[src/rtl/core/trle_pkg.sv]
// Shared types, constants and pixel helpers for the TGA run-length encoder.
package trle_pkg;

    typedef enum logic [1:0] {
        CFG_IMAGE_WIDTH     = 2'd0,
        CFG_IMAGE_HEIGHT    = 2'd1,
        CFG_COMPRESS_ENABLE = 2'd2
    } cfg_index_t;

    localparam int          DIM_W         = 16;
    localparam int          PIX_W         = 32;
    localparam int          HDR_W         = 8;
    localparam int          HDR_LEN_W     = 7;
    localparam logic        HDR_RUN_FLAG  = 1'b1;
    localparam logic [7:0]  HDR_SINGLE    = 8'h00;

    typedef struct packed {
        logic [HDR_W-1:0] packet_header;
        logic             header_valid;
        logic [PIX_W-1:0] pixel_bgra;
        logic             image_done;
    } result_t;

    function automatic logic [PIX_W-1:0] to_bgra(input logic [PIX_W-1:0] p);
        return {p[31:24], p[7:0], p[15:8], p[23:16]};
    endfunction

endpackage

[src/rtl/core/tga_rle_pixel_encoder.sv]
// Top level of the TGA run-length pixel encoder.
//
//   channel   | direction | handshake           | payload
//   s_        | in        | s_valid / s_ready   | s_pixel_rgba
//   m_        | out       | m_valid / m_ready   | header, header valid, BGRA pixel, done
//   cfg_      | in        | cfg_valid/cfg_ready | cfg_index, cfg_data
//
// One pixel per cycle while s_ready is high; its results land in the queue at the accepting edge.
// A pixel can make two results, so a stretch of such pixels runs at the
// output's rate of one result per cycle; s_ready drops when fewer than two
// queue slots are free. Configuration writes are always accepted (cfg_ready is tied high).
// Reset clears the run, the counters and the queue; registers return to
// width 1, height 1, compression on.
module tga_rle_pixel_encoder #(
    parameter int MAX_RUN = 128
) (
    input  logic                        aclk,
    input  logic                        aresetn,
    input  logic                        s_valid,
    output logic                        s_ready,
    input  logic [31:0]                 s_pixel_rgba,
    output logic                        m_valid,
    input  logic                        m_ready,
    output logic [7:0]                  m_packet_header,
    output logic                        m_header_valid,
    output logic [31:0]                 m_pixel_bgra,
    output logic                        m_image_done,
    input  logic                        cfg_valid,
    output logic                        cfg_ready,
    input  trle_pkg::cfg_index_t        cfg_index,
    input  logic [trle_pkg::DIM_W-1:0]  cfg_data
);
    import trle_pkg::*;

    localparam int                RUN_W   = $clog2(MAX_RUN + 1);
    localparam logic [RUN_W-1:0]  RUN_MAX = RUN_W'(MAX_RUN);

    logic [DIM_W-1:0] width_reg, height_reg;
    logic             compress_reg;
    logic [PIX_W-1:0] held_reg, held_next;
    logic [RUN_W-1:0] run_reg, run_next;
    logic [DIM_W-1:0] col_reg, col_next;
    logic [DIM_W-1:0] row_reg, row_next;

    logic             accept;
    logic             row_end, img_end;
    logic             extend, flush_old, close_run;
    logic [RUN_W-1:0] new_run;
    logic [1:0]       push_cnt;
    result_t          res_a, res_b, push0, push1, out_data;
    logic             room;

    function automatic logic [HDR_W-1:0] run_header(input logic [RUN_W-1:0] n);
        logic [RUN_W-1:0] n_m1;
        n_m1 = n - RUN_W'(1);
        return (n >= RUN_W'(2)) ? {HDR_RUN_FLAG, HDR_LEN_W'(n_m1)} : HDR_SINGLE;
    endfunction

    assign cfg_ready = 1'b1;
    assign s_ready   = room;
    assign accept    = s_valid && s_ready;

    always_comb begin
        row_end   = ({1'b0, col_reg} + 17'd1) >= {1'b0, width_reg};
        img_end   = row_end && (({1'b0, row_reg} + 17'd1) >= {1'b0, height_reg});
        extend    = (run_reg != '0) && (s_pixel_rgba == held_reg) && (run_reg < RUN_MAX);
        flush_old = !extend && (run_reg != '0);
        new_run   = extend ? run_reg + RUN_W'(1) : RUN_W'(1);
        close_run = row_end || (new_run >= RUN_MAX);

        res_a.packet_header = run_header(run_reg);
        res_a.header_valid  = 1'b1;
        res_a.pixel_bgra    = to_bgra(held_reg);
        res_a.image_done    = 1'b0;

        if (row_end) begin
            col_next = '0;
            row_next = img_end ? '0 : row_reg + DIM_W'(1);
        end else begin
            col_next = col_reg + DIM_W'(1);
            row_next = row_reg;
        end

        if (!compress_reg) begin
            res_b.packet_header = HDR_SINGLE;
            res_b.header_valid  = 1'b0;
            res_b.pixel_bgra    = to_bgra(s_pixel_rgba);
            res_b.image_done    = img_end;
            held_next = held_reg;
            run_next  = '0;
            push_cnt  = {1'b0, run_reg != '0} + 2'd1;
        end else begin
            held_next = extend ? held_reg : s_pixel_rgba;
            res_b.packet_header = run_header(new_run);
            res_b.header_valid  = 1'b1;
            res_b.pixel_bgra    = to_bgra(held_next);
            res_b.image_done    = img_end;
            run_next  = close_run ? '0 : new_run;
            push_cnt  = {1'b0, flush_old} + {1'b0, close_run};
        end

        if (!accept) begin
            push_cnt = 2'd0;
        end

        if ((run_reg != '0) && (!compress_reg || flush_old)) begin
            push0 = res_a;
        end else begin
            push0 = res_b;
        end
        push1 = res_b;
    end

    always_ff @(posedge aclk) begin
        if (!aresetn) begin
            width_reg    <= DIM_W'(1);
            height_reg   <= DIM_W'(1);
            compress_reg <= 1'b1;
        end else if (cfg_valid && cfg_ready) begin
            case (cfg_index)
                CFG_IMAGE_WIDTH:     width_reg    <= cfg_data;
                CFG_IMAGE_HEIGHT:    height_reg   <= cfg_data;
                CFG_COMPRESS_ENABLE: compress_reg <= cfg_data[0];
                default: ;
            endcase
        end
    end

    always_ff @(posedge aclk) begin
        if (!aresetn) begin
            held_reg <= '0;
            run_reg  <= '0;
            col_reg  <= '0;
            row_reg  <= '0;
        end else if (accept) begin
            held_reg <= held_next;
            run_reg  <= run_next;
            col_reg  <= col_next;
            row_reg  <= row_next;
        end
    end

    trle_out_fifo u_out_fifo (
        .aclk      (aclk),
        .aresetn   (aresetn),
        .push_cnt  (push_cnt),
        .push0     (push0),
        .push1     (push1),
        .room      (room),
        .out_valid (m_valid),
        .out_ready (m_ready),
        .out_data  (out_data)
    );

    assign m_packet_header = out_data.packet_header;
    assign m_header_valid  = out_data.header_valid;
    assign m_pixel_bgra    = out_data.pixel_bgra;
    assign m_image_done    = out_data.image_done;

`ifndef SYNTHESIS
    a_run_bound: assert property (@(posedge aclk) disable iff (!aresetn)
        run_reg < RUN_MAX)
        else $error("held run reached cap without flush");

    a_raw_no_run: assert property (@(posedge aclk) disable iff (!aresetn)
        accept && !compress_reg |=> run_reg == '0)
        else $error("run held after raw pixel");

    a_row_wrap: assert property (@(posedge aclk) disable iff (!aresetn)
        accept && row_end |=> col_reg == '0 && run_reg == '0)
        else $error("row end did not close run and column");

    a_done_last: assert property (@(posedge aclk) disable iff (!aresetn)
        push_cnt == 2'd2 |-> !push0.image_done)
        else $error("image done on flushed run");
`endif

endmodule

[src/rtl/core/trle_out_fifo.sv]
// Four-entry result queue taking up to two items per cycle and giving one.
module trle_out_fifo (
    input  logic              aclk,
    input  logic              aresetn,
    input  logic [1:0]        push_cnt,
    input  trle_pkg::result_t push0,
    input  trle_pkg::result_t push1,
    output logic              room,
    output logic              out_valid,
    input  logic              out_ready,
    output trle_pkg::result_t out_data
);
    import trle_pkg::*;

    localparam int DEPTH = 4;
    localparam int PTR_W = $clog2(DEPTH);
    localparam int CNT_W = $clog2(DEPTH + 1);

    result_t            mem [DEPTH];
    logic [PTR_W-1:0]   wptr_reg, wptr_next;
    logic [PTR_W-1:0]   rptr_reg, rptr_next;
    logic [CNT_W-1:0]   count_reg, count_next;
    logic               pop;

    assign pop       = out_valid && out_ready;
    assign out_valid = (count_reg != '0);
    assign out_data  = mem[rptr_reg];
    assign room      = (count_reg <= CNT_W'(DEPTH - 2));

    always_comb begin
        wptr_next  = wptr_reg + PTR_W'(push_cnt);
        rptr_next  = rptr_reg + PTR_W'(pop);
        count_next = count_reg + CNT_W'(push_cnt) - CNT_W'(pop);
    end

    always_ff @(posedge aclk) begin
        if (push_cnt != 2'd0) begin
            mem[wptr_reg] <= push0;
        end
        if (push_cnt == 2'd2) begin
            mem[wptr_reg + PTR_W'(1)] <= push1;
        end
    end

    always_ff @(posedge aclk) begin
        if (!aresetn) begin
            wptr_reg  <= '0;
            rptr_reg  <= '0;
            count_reg <= '0;
        end else begin
            wptr_reg  <= wptr_next;
            rptr_reg  <= rptr_next;
            count_reg <= count_next;
        end
    end

`ifndef SYNTHESIS
    a_count_bound: assert property (@(posedge aclk) disable iff (!aresetn)
        count_reg <= CNT_W'(DEPTH))
        else $error("result queue overflow");

    a_push_room: assert property (@(posedge aclk) disable iff (!aresetn)
        push_cnt != 2'd0 |-> room)
        else $error("push without room");

    a_count_track: assert property (@(posedge aclk) disable iff (!aresetn)
        1'b1 |=> (count_reg - $past(count_reg)
                  == CNT_W'($past(push_cnt)) - CNT_W'($past(pop))))
        else $error("queue count out of step");

    a_ptr_gap: assert property (@(posedge aclk) disable iff (!aresetn)
        (count_reg != CNT_W'(DEPTH)) |->
            (CNT_W'(PTR_W'(wptr_reg - rptr_reg)) == count_reg))
        else $error("queue pointers disagree with count");
`endif

endmodule

[config.mk]
export PLATFORM = sky130hd
export DESIGN_NAME = tga_rle_pixel_encoder
export DESIGN_NICKNAME = d
export VERILOG_FILES = /design/src/rtl/core/trle_pkg.sv /design/src/rtl/core/tga_rle_pixel_encoder.sv /design/src/rtl/core/trle_out_fifo.sv
export SDC_FILE = /design/constraint.sdc
export NUM_CORES = 1
export LEC_CHECK = 0
export BUFFER_PORTS_ARGS = -buffer_cell sky130_fd_sc_hd__buf_2
export CAP_MARGIN = 20
export CELL_PAD_IN_SITES_DETAIL_PLACEMENT = 0
export CELL_PAD_IN_SITES_GLOBAL_PLACEMENT = 1
export CORE_MARGIN = 4
export CORE_UTILIZATION = 51
export CTS_BUF_LIST = sky130_fd_sc_hd__clkbuf_4
export CTS_CLUSTER_DIAMETER = 30
export DETAILED_ROUTE_END_ITERATION = 12
export GPL_TIMING_DRIVEN = 0
export PLACE_DENSITY_LB_ADDON = 0.15
export SYNTH_ARGS = -nofsm -noshare
export SYNTH_HDL_FRONTEND = slang
export SYNTH_HIERARCHICAL = 1
export SYNTH_SLANG_ARGS = --single-unit
[constraint.sdc]
create_clock -name aclk -period 10.75 [get_ports aclk]
set_clock_uncertainty 0.2 [all_clocks]
set_input_delay 1.6125 -clock aclk [delete_from_list [all_inputs] [get_ports aclk]]
set_output_delay 1.6125 -clock aclk [all_outputs]
set_load 0.03 [all_outputs]
==> results.md, run 1 <==
* Final Net Count at 1681
* Transition at the pin with the smallest max-transition slack at 0.9138 ns
* Hold buffer count at cts at 0
* # DRC at 0
* IO Port Bufs at 98
* Number of top-level pins at 100
* Total of endpoints with negative setup slack in the final report at 0
* Leakage component of the power at 6.647 nW
* Core area at 0.03059 mm2
* Wire length of the first global-routing pass at 65070 um
* Netlist area before placement at 0.01584 mm2
* Detailed router's first-iteration violation count at between 800 and 900
* Number of slew-limit violations in the final report at 0
* Maximum capacitance violations at 0
* Worst max-slew margin expressed relative to the limit at 0.3861
* Area added between synthesis and finish at 14.91%
* Count of filler cells inserted in the layout at 2669
* Clock network latency to the later pin of the worst-skew pair at 0.73 ns
* Run status: finished clean
* Pin count of the biggest net entering global routing at 26
* Number of enable flip-flop cells after synthesis at 168
* Antenna Nets Post-Route at 0
* Avg Cell Area, Syn at approximately 11 um2
* Minimum clock period after layout at just over 7 ns
* Clock root buffer: sky130_fd_sc_hd__clkbuf_4
* CTS tree: built
* Share of flip-flops with an asynchronous set or reset after synthesis at 0
* Routability congestion estimate at 0.9024
* Peak VDD IR at 116.4 uV
* Placed Instances at 1898
* Startpoint of the worst hold path: height_reg[8]
* Flip-flop and latch count after synthesis at 280
* Gr usage total at 0.2448
* Worst hold stages at 2
* Initial antenna violation count at 2
* Die height at roughly 180 um
* Part of the Yosys area used for sequential elements at 0.4601
* Number of global-route vias before repair at 11680
* Sink of the worst hold path: height_reg[8]
* Post-synthesis net count at 1493
* Number of standard cells in the final layout excluding fillers at 2048
* Standard-cell row count at 64
* Tightest hold margin at 0.2531 ns
* Final Hold Vio Count at 0
* Worst reg2reg setup slack at 3.58 ns
* Reg-to-Reg End: u_out_fifo/mem[0][4]
* Instance area at placement at 0.01705 mm2
* Gr ovfl total at 0
* Clock sink count at 280
* Full die area at between 0.03 and 0.04 mm2
* Post-synth top flop: sky130_fd_sc_hd__edfxtp_1
* Number of standard cells after synthesis at 1396
* Source of the worst register-to-register timing path: col_reg[2]
* Postcts setup bufs at 0
* Biggest fanout along the worst timing path at 16
* Endpoint type of the worst setup path: register
* Chip width at 184.2 um
* Aggregate routed wire length at 41780 um
* Highest Clock Rate at 0.1395 GHz
* HP Class: register to register
* Per-cell routed wire length at 20.40 um
* Layout cells sized above 1 at 0.3263
* Count of yosys warnings during synthesis at 6
* Maximum clock insertion buffer count at 3
* Number of buffers created by CTS at 80
* Length in cells of the worst reg-to-reg path at 19
* Unrepaired setup endpoints after global routing: no
* Worst Path Required at 11.00 ns
* First drt pass iteration count at 5
* Power per cell area at 192.0 mW/mm2
* Initial standard-cell utilization of the core at 0.5177
* Worst Setup Start Kind: register
* Flip-flop count of the largest register after layout at 168
* Total of cells resized after clock tree synthesis at 0
* Final period util at 0.6670
* Number of H-tree levels at 3
* Vias after detailed routing at 11850
* Clock Pin Slew Worst Setup and Hold Paths at 0.06 ns
* Detailed-placement wirelength estimate at 30260 um
* Post-synthesis cell type count at slightly below 80
* Layout Cell Area excl Fill at 0.01820 mm2
* Post-detailed-route via-to-cell ratio at 5.786
* Path type of the worst setup path: register to register
* Arrival time reported for the critical path endpoint at 7.42 ns
==> through the flow <==
stage | util | setup TNS, ns | power, mW | setup WS, ns
floorplan | - | 0 | 2.107 | 2.991
global placement | 0.5499 | -36.60 | 2.394 | -0.8798
detailed placement | 0.5574 | 0 | 2.430 | 3.666
CTS | 0.5947 | 0 | 3.530 | 3.643
global route | 0.5949 | 0 | 3.676 | 3.104
finish | 0.5949 | 0 | 3.493 | 3.579
==> worst max-delay path by stage <==
stage,endpoint,start,cells after the start,slack (ns)
finish,u_out_fifo/mem[0][4],col_reg[2],19,3.58
global route,u_out_fifo/mem[0][13],col_reg[2],19,3.10
CTS,u_out_fifo/mem[0][13],col_reg[2],19,3.64
detailed placement,u_out_fifo/mem[0][9],col_reg[2],19,3.67
global placement,u_out_fifo/mem[0][10],col_reg[2],16,-0.88
floorplan,u_out_fifo/mem[0][0],s_pixel_rgba[18],12,2.99
==> area by class of cell <==
| cell class | count | area [um2] | area share |
|---|---|---|---|
| sequential | 280 | 7287 | 0.4004 |
| multi-input combinational | 943 | 7764 | 0.4266 |
| tap | 396 | 495.5 | 0.02723 |
| buffer | 122 | 631.9 | 0.03472 |
| timing repair buffer | 106 | 680.7 | 0.03740 |
| clock inverter | 31 | 269.0 | 0.01478 |
| inverter | 51 | 191.4 | 0.01052 |
| clock buffer | 116 | 870.8 | 0.04785 |
| antenna | 3 | 7.507 | 0.0004125 |
==> where the power goes <==
group          internal (mW)  leakage [nW]  switching [mW]
logic                  0.440          3.49           0.641
clock network          0.622         0.672           0.467
registers               1.28          2.49          0.0452
==> layout by cell type, fill, tap and decap left out, types with 5 or more instances in the layout <==
| master | n |
|---|---|
| sky130_fd_sc_hd__clkinv_2 | 10 |
| sky130_fd_sc_hd__clkbuf_1 | 82 |
| sky130_fd_sc_hd__bufinv_16 | 5 |
| sky130_fd_sc_hd__or4_1 | 7 |
| sky130_fd_sc_hd__a21oi_1 | 96 |
| sky130_fd_sc_hd__clkbuf_4 | 116 |
| sky130_fd_sc_hd__edfxtp_1 | 168 |
| sky130_fd_sc_hd__o32ai_1 | 5 |
| sky130_fd_sc_hd__and3_1 | 9 |
| sky130_fd_sc_hd__mux4_2 | 42 |
| sky130_fd_sc_hd__nand4_1 | 20 |
| sky130_fd_sc_hd__xnor2_1 | 46 |
| sky130_fd_sc_hd__o21ai_0 | 60 |
| sky130_fd_sc_hd__ha_1 | 41 |
| sky130_fd_sc_hd__dfxtp_1 | 112 |
| sky130_fd_sc_hd__a311oi_1 | 9 |
| sky130_fd_sc_hd__nand4b_1 | 5 |
| sky130_fd_sc_hd__clkinv_1 | 13 |
| sky130_fd_sc_hd__nor3_1 | 14 |
| sky130_fd_sc_hd__nor4_1 | 7 |
| sky130_fd_sc_hd__nand2b_1 | 9 |
| sky130_fd_sc_hd__buf_16 | 6 |
| sky130_fd_sc_hd__and2_1 | 8 |
| sky130_fd_sc_hd__nand3_1 | 74 |
| sky130_fd_sc_hd__nor2_1 | 25 |
| sky130_fd_sc_hd__a21o_1 | 5 |
| sky130_fd_sc_hd__or2_2 | 5 |
| sky130_fd_sc_hd__mux2_2 | 169 |
| sky130_fd_sc_hd__mux2_4 | 29 |
| sky130_fd_sc_hd__or3_1 | 13 |
| sky130_fd_sc_hd__nand2_1 | 125 |
| sky130_fd_sc_hd__buf_2 | 115 |
| sky130_fd_sc_hd__buf_6 | 11 |
| sky130_fd_sc_hd__buf_4 | 6 |
| sky130_fd_sc_hd__xor2_1 | 26 |
| sky130_fd_sc_hd__o22ai_1 | 13 |
| sky130_fd_sc_hd__inv_1 | 51 |
==> cells in the mapped netlist (all sizes together), types with 10 or more instances <==
cell | number | area share
a21oi | 96 | 0.030
and3 | 10 | 0.0040
buf | 40 | 0.020
clkbuf | 82 | 0.019
dfxtp | 112 | 0.14
edfxtp | 168 | 0.32
ha | 41 | 0.032
inv | 51 | 0.012
mux2 | 201 | 0.15
mux4 | 42 | 0.060
nand2 | 125 | 0.030
nand3 | 74 | 0.023
nand4 | 20 | 0.0079
nor2 | 28 | 0.0071
nor3 | 15 | 0.0055
o21ai | 65 | 0.021
o22ai | 13 | 0.0051
or3 | 14 | 0.0056
xnor2 | 46 | 0.025
xor2 | 26 | 0.014
==> cells by family after synthesis <==
group / share of synthesized area
fa+ha+maj: 0.03366
compound gates: 0.08264
xor+xnor: 0.04266
other cells: 0.0002368
mux: 0.2121
flops: 0.4601
simple gates: 0.1166
buf+inv: 0.05199
==> worst max-delay path, stage by stage (launching register included) <==
cell,delay (ns)
sky130_fd_sc_hd__dfxtp_1,0.43
sky130_fd_sc_hd__nand3_1,0.15
sky130_fd_sc_hd__nor4_1,0.76
sky130_fd_sc_hd__nand3_1,0.32
sky130_fd_sc_hd__or2_2,0.41
sky130_fd_sc_hd__xnor2_1,0.19
sky130_fd_sc_hd__ha_1,0.28
sky130_fd_sc_hd__a21oi_1,0.14
sky130_fd_sc_hd__o221ai_1,0.17
sky130_fd_sc_hd__a21oi_1,0.58
sky130_fd_sc_hd__clkbuf_1,0.54
sky130_fd_sc_hd__o21ai_0,0.19
sky130_fd_sc_hd__ha_1,0.32
sky130_fd_sc_hd__a21oi_1,0.06
sky130_fd_sc_hd__nor2_1,0.58
sky130_fd_sc_hd__nand4b_1,0.47
sky130_fd_sc_hd__buf_2,0.41
sky130_fd_sc_hd__o21ai_4,0.27
sky130_fd_sc_hd__buf_16,0.24
sky130_fd_sc_hd__buf_16,0.17
==> metal layers <==
layer | track usage | up-vias | routed length (um)
met1 | 0.3477 | 5809 | 19120
met4 | 0.06980 | 0 | 768
met2 | 0.3888 | 355 | 19510
met3 | 0.04283 | 58 | 2377
met5 | 0 | - | 0
li1 | - | 5628 | -
No activity file was read; power rests on OpenSTA's default activity.
==> inputs of run 2 (changes only) <==
==> constraint.sdc (replaced) <==
create_clock -name aclk -period 6.9 [get_ports aclk]
set_clock_uncertainty 0.2 [all_clocks]
set_input_delay 1.035 -clock aclk [delete_from_list [all_inputs] [get_ports aclk]]
set_output_delay 1.035 -clock aclk [all_outputs]
set_load 0.03 [all_outputs]
==> results.md, run 2 (same netlist as run 1, synthesis figures left out) <==
* # DRC at 0 (unchanged)
* Cell type group with the largest total delay on the critical path: simple AND/OR/NAND/NOR gates
* Initial antenna violation count at 1 (-1)
* First drt pass iteration count at 5 (unchanged)
* Standard-cell row count at 64 (unchanged)
* Launch point of the critical path: col_reg[2]
* Combinational fraction of design power at 0.317 (+0.008)
* Leakage component of the power at 6.582 nW (-0.98%)
* Area added between synthesis and finish at 14.13%
* Unrepaired setup endpoints after global routing: no
* Layout Cell Area excl Fill at 0.01807 mm2 (-0.68%)
* Number of global-route vias before repair at 11740 (+0.47%)
* Post-detailed-route via-to-cell ratio at 5.744 (-0.72%)
* Core area at 0.03059 mm2 (unchanged)
* Clock power frac at 0.293 (-0.019)
* Final Net Count at 1681 (unchanged)
* Flip-flop count of the largest register after layout at 168 (unchanged)
* Clock network latency to the later pin of the worst-skew pair at 0.72 ns (about the same)
* Clock sink count at 280 (unchanged)
* Gr usage total at 0.2450 (about the same)
* Power per cell area at 292.3 mW/mm2 (+52%)
* Number of top-level pins at 100 (unchanged)
* CTS tree: built
* Pin count of the biggest net entering global routing at 27 (+3.8%)
* Total power draw at 5.283 mW (+51%)
* Worst Setup Start Kind: register
* Number of H-tree levels at 3 (unchanged)
* IO Port Bufs at 98 (unchanged)
* Final Hold Vio Count at 0 (unchanged)
* Largest incremental delay on the critical path at 0.58 ns (-0.18 ns)
* Per-cell routed wire length at 20.41 um (about the same)
* Layout cells sized above 1 at 0.3240 (-0.002263)
* Initial standard-cell utilization of the core at 0.5177 (unchanged)
* Highest-count cells in the layout ignoring fill and taps: sky130_fd_sc_hd__mux2_2 (169), sky130_fd_sc_hd__edfxtp_1 (168), sky130_fd_sc_hd__nand2_1 (125)
* Clock root buffer: sky130_fd_sc_hd__clkbuf_4
* Clock Pin Slew Worst Setup and Hold Paths at 0.07 ns (about the same)
* Postcts setup bufs at 0 (unchanged)
* Source of the worst register-to-register timing path: col_reg[2]
* Minimum clock period after layout at 6.479 ns (-0.6915 ns)
* Highest Clock Rate at 0.1543 GHz (+11%)
* Crit-path cells: nand3_1 -> nor4_2 -> nand3_1 -> or2_2 -> xnor2_1 -> ha_1 -> a21oi_1 -> o221ai_1 -> a21oi_1 -> clkbuf_2 -> o21ai_0 -> ha_1 -> a21oi_1 -> nor2_2 -> nand4b_1 -> buf_2 -> o21ai_4 -> buf_16 -> buf_16
* CP max-delay cell: sky130_fd_sc_hd__nand4b_1
* Worst Path Required at 7.09 ns (-3.91 ns)
* Number of slew-limit violations in the final report at 0 (unchanged)
* Path type of the worst setup path: register to register
* Number of standard cells in the final layout excluding fillers at 2039 (-0.44%)
* Wire length of the first global-routing pass at 65450 um (+0.57%)
* Run status: finished clean
* Instance area at placement at 0.01704 mm2 (about the same)
* Worst max-slew margin expressed relative to the limit at 0.3664 (-0.01964)
* HP Class: register to register
* Die height at 184.2 um (unchanged)
* Detailed router's first-iteration violation count at 782 (-4.0%)
* Startpoint of the worst hold path: height_reg[7]
* Part of the power in registers at 0.390 (+0.011)
* Chip width at 184.2 um (unchanged)
* Vias after detailed routing at 11710 (-1.2%)
* Most common cell after layout, fill and taps aside: sky130_fd_sc_hd__mux2_2
* Maximum clock insertion buffer count at 3 (unchanged)
* Gr ovfl total at 0 (unchanged)
* Biggest fanout along the worst timing path at 17 (+1)
* Final period util at 0.9390 (+0.2720)
* Detailed-placement wirelength estimate at 30010 um (-0.79%)
* Arrival time reported for the critical path endpoint at 6.67 ns (-0.75 ns)
* Net switching component of the power at 1.775 mW (+54%)
* Full die area at 0.03394 mm2 (unchanged)
* Transition at the pin with the smallest max-transition slack at 0.9431 ns (+0.02923 ns)
* Number of buffers created by CTS at 80 (unchanged)
* Placed Instances at 1898 (unchanged)
* Endpoint type of the worst setup path: register
* Aggregate routed wire length at 41620 um (-0.37%)
* Cell repeated most along the worst path: sky130_fd_sc_hd__a21oi_1
* Switching portion of total power at 0.3360 (+0.005822)
* Maximum capacitance violations at 0 (unchanged)
* Antenna Nets Post-Route at 0 (unchanged)
* Internal power consumption at 3.508 mW (+50%)
* Number of buffers and inverters on the critical path at 4 (unchanged)
* Peak VDD IR at 144.3 uV (+24%)
* Routability congestion estimate at 0.8918 (-1.2%)
* Total of endpoints with negative setup slack in the final report at 0 (unchanged)
## run 2: changes by cell type in the layout (fill, tap and decap cells not counted), sizes merged
cell,delta
diode,-2
clkbuf,-3
bufinv,-3
inv,+1
clkinv,-2
## run 2: path summary, 6_finish.rpt
check	cells after the start	to	slack [ns]
min	2	height_reg[7]	0.26
max reg2reg	19	u_out_fifo/mem[0][9]	0.42
max	19	u_out_fifo/mem[0][9]	0.42
min reg2reg	2	height_reg[7]	0.26
## run 2: layer usage
metal / track usage / wire length [um] / share of wire
met5: 0 / 0 / 0
met2: 0.3949 / 19440 / 0.47
met4: 0.06596 / 746 / 0.018
met3: 0.05013 / 2997 / 0.072
met1: 0.3401 / 18440 / 0.44
## run 2: worst min-delay path, delay by kind of cell, from the launching register on
family / cells / cell delay [ns]
DFF: 1 / 0.30
and+or+nand+nor: 1 / 0.05
AOI/OAI and AO/OA: 1 / 0.05
## run 2: power groups by stage
stage	registers [mW]	clock network (mW)	logic (mW)
final	2.06	1.55	1.68
after global routing	2.08	1.68	1.81
after CTS	2.06	1.59	1.69
after detailed placement	2.10	0	1.68
after global placement	2.11	0	1.61
after floorplan	2.08	0	1.20
## run 2: area by class of cell
| type | count | area (um2) |
|---|---|---|
| sequential | 280 | 7287 |
| buffer | 122 | 633.1 |
| clock inverter | 27 | 170.2 |
| fill | 2645 | 12520 |
| multi-input combinational | 943 | 7772 |
| clock buffer | 113 | 848.3 |
| inverter | 51 | 191.4 |
| tap | 396 | 495.5 |
| timing repair buffer | 106 | 673.1 |
| antenna | 1 | 2.502 |
## run 2: through the flow
stage	TNS [ns]	utilization	hold slack, ns	worst slack, ns
after floorplan	0	-	0.2363	0.2311
after CTS	0	0.5906	0.2550	0.03142
final	0	0.5908	0.2554	0.4208
after global routing	0	0.5908	0.2791	0.06512
after global placement	-410.33	0.5499	0.2461	-2.808
after detailed placement	-2.431	0.5571	0.2480	-0.1778
## run 2: repair_timing
item / in CTS / in global routing
endpoints found under the setup margin: 29 / 78
gates resized for setup: 1 / 3
endpoints found under the hold margin: 0 / 0
hold buffers: 0 / 0
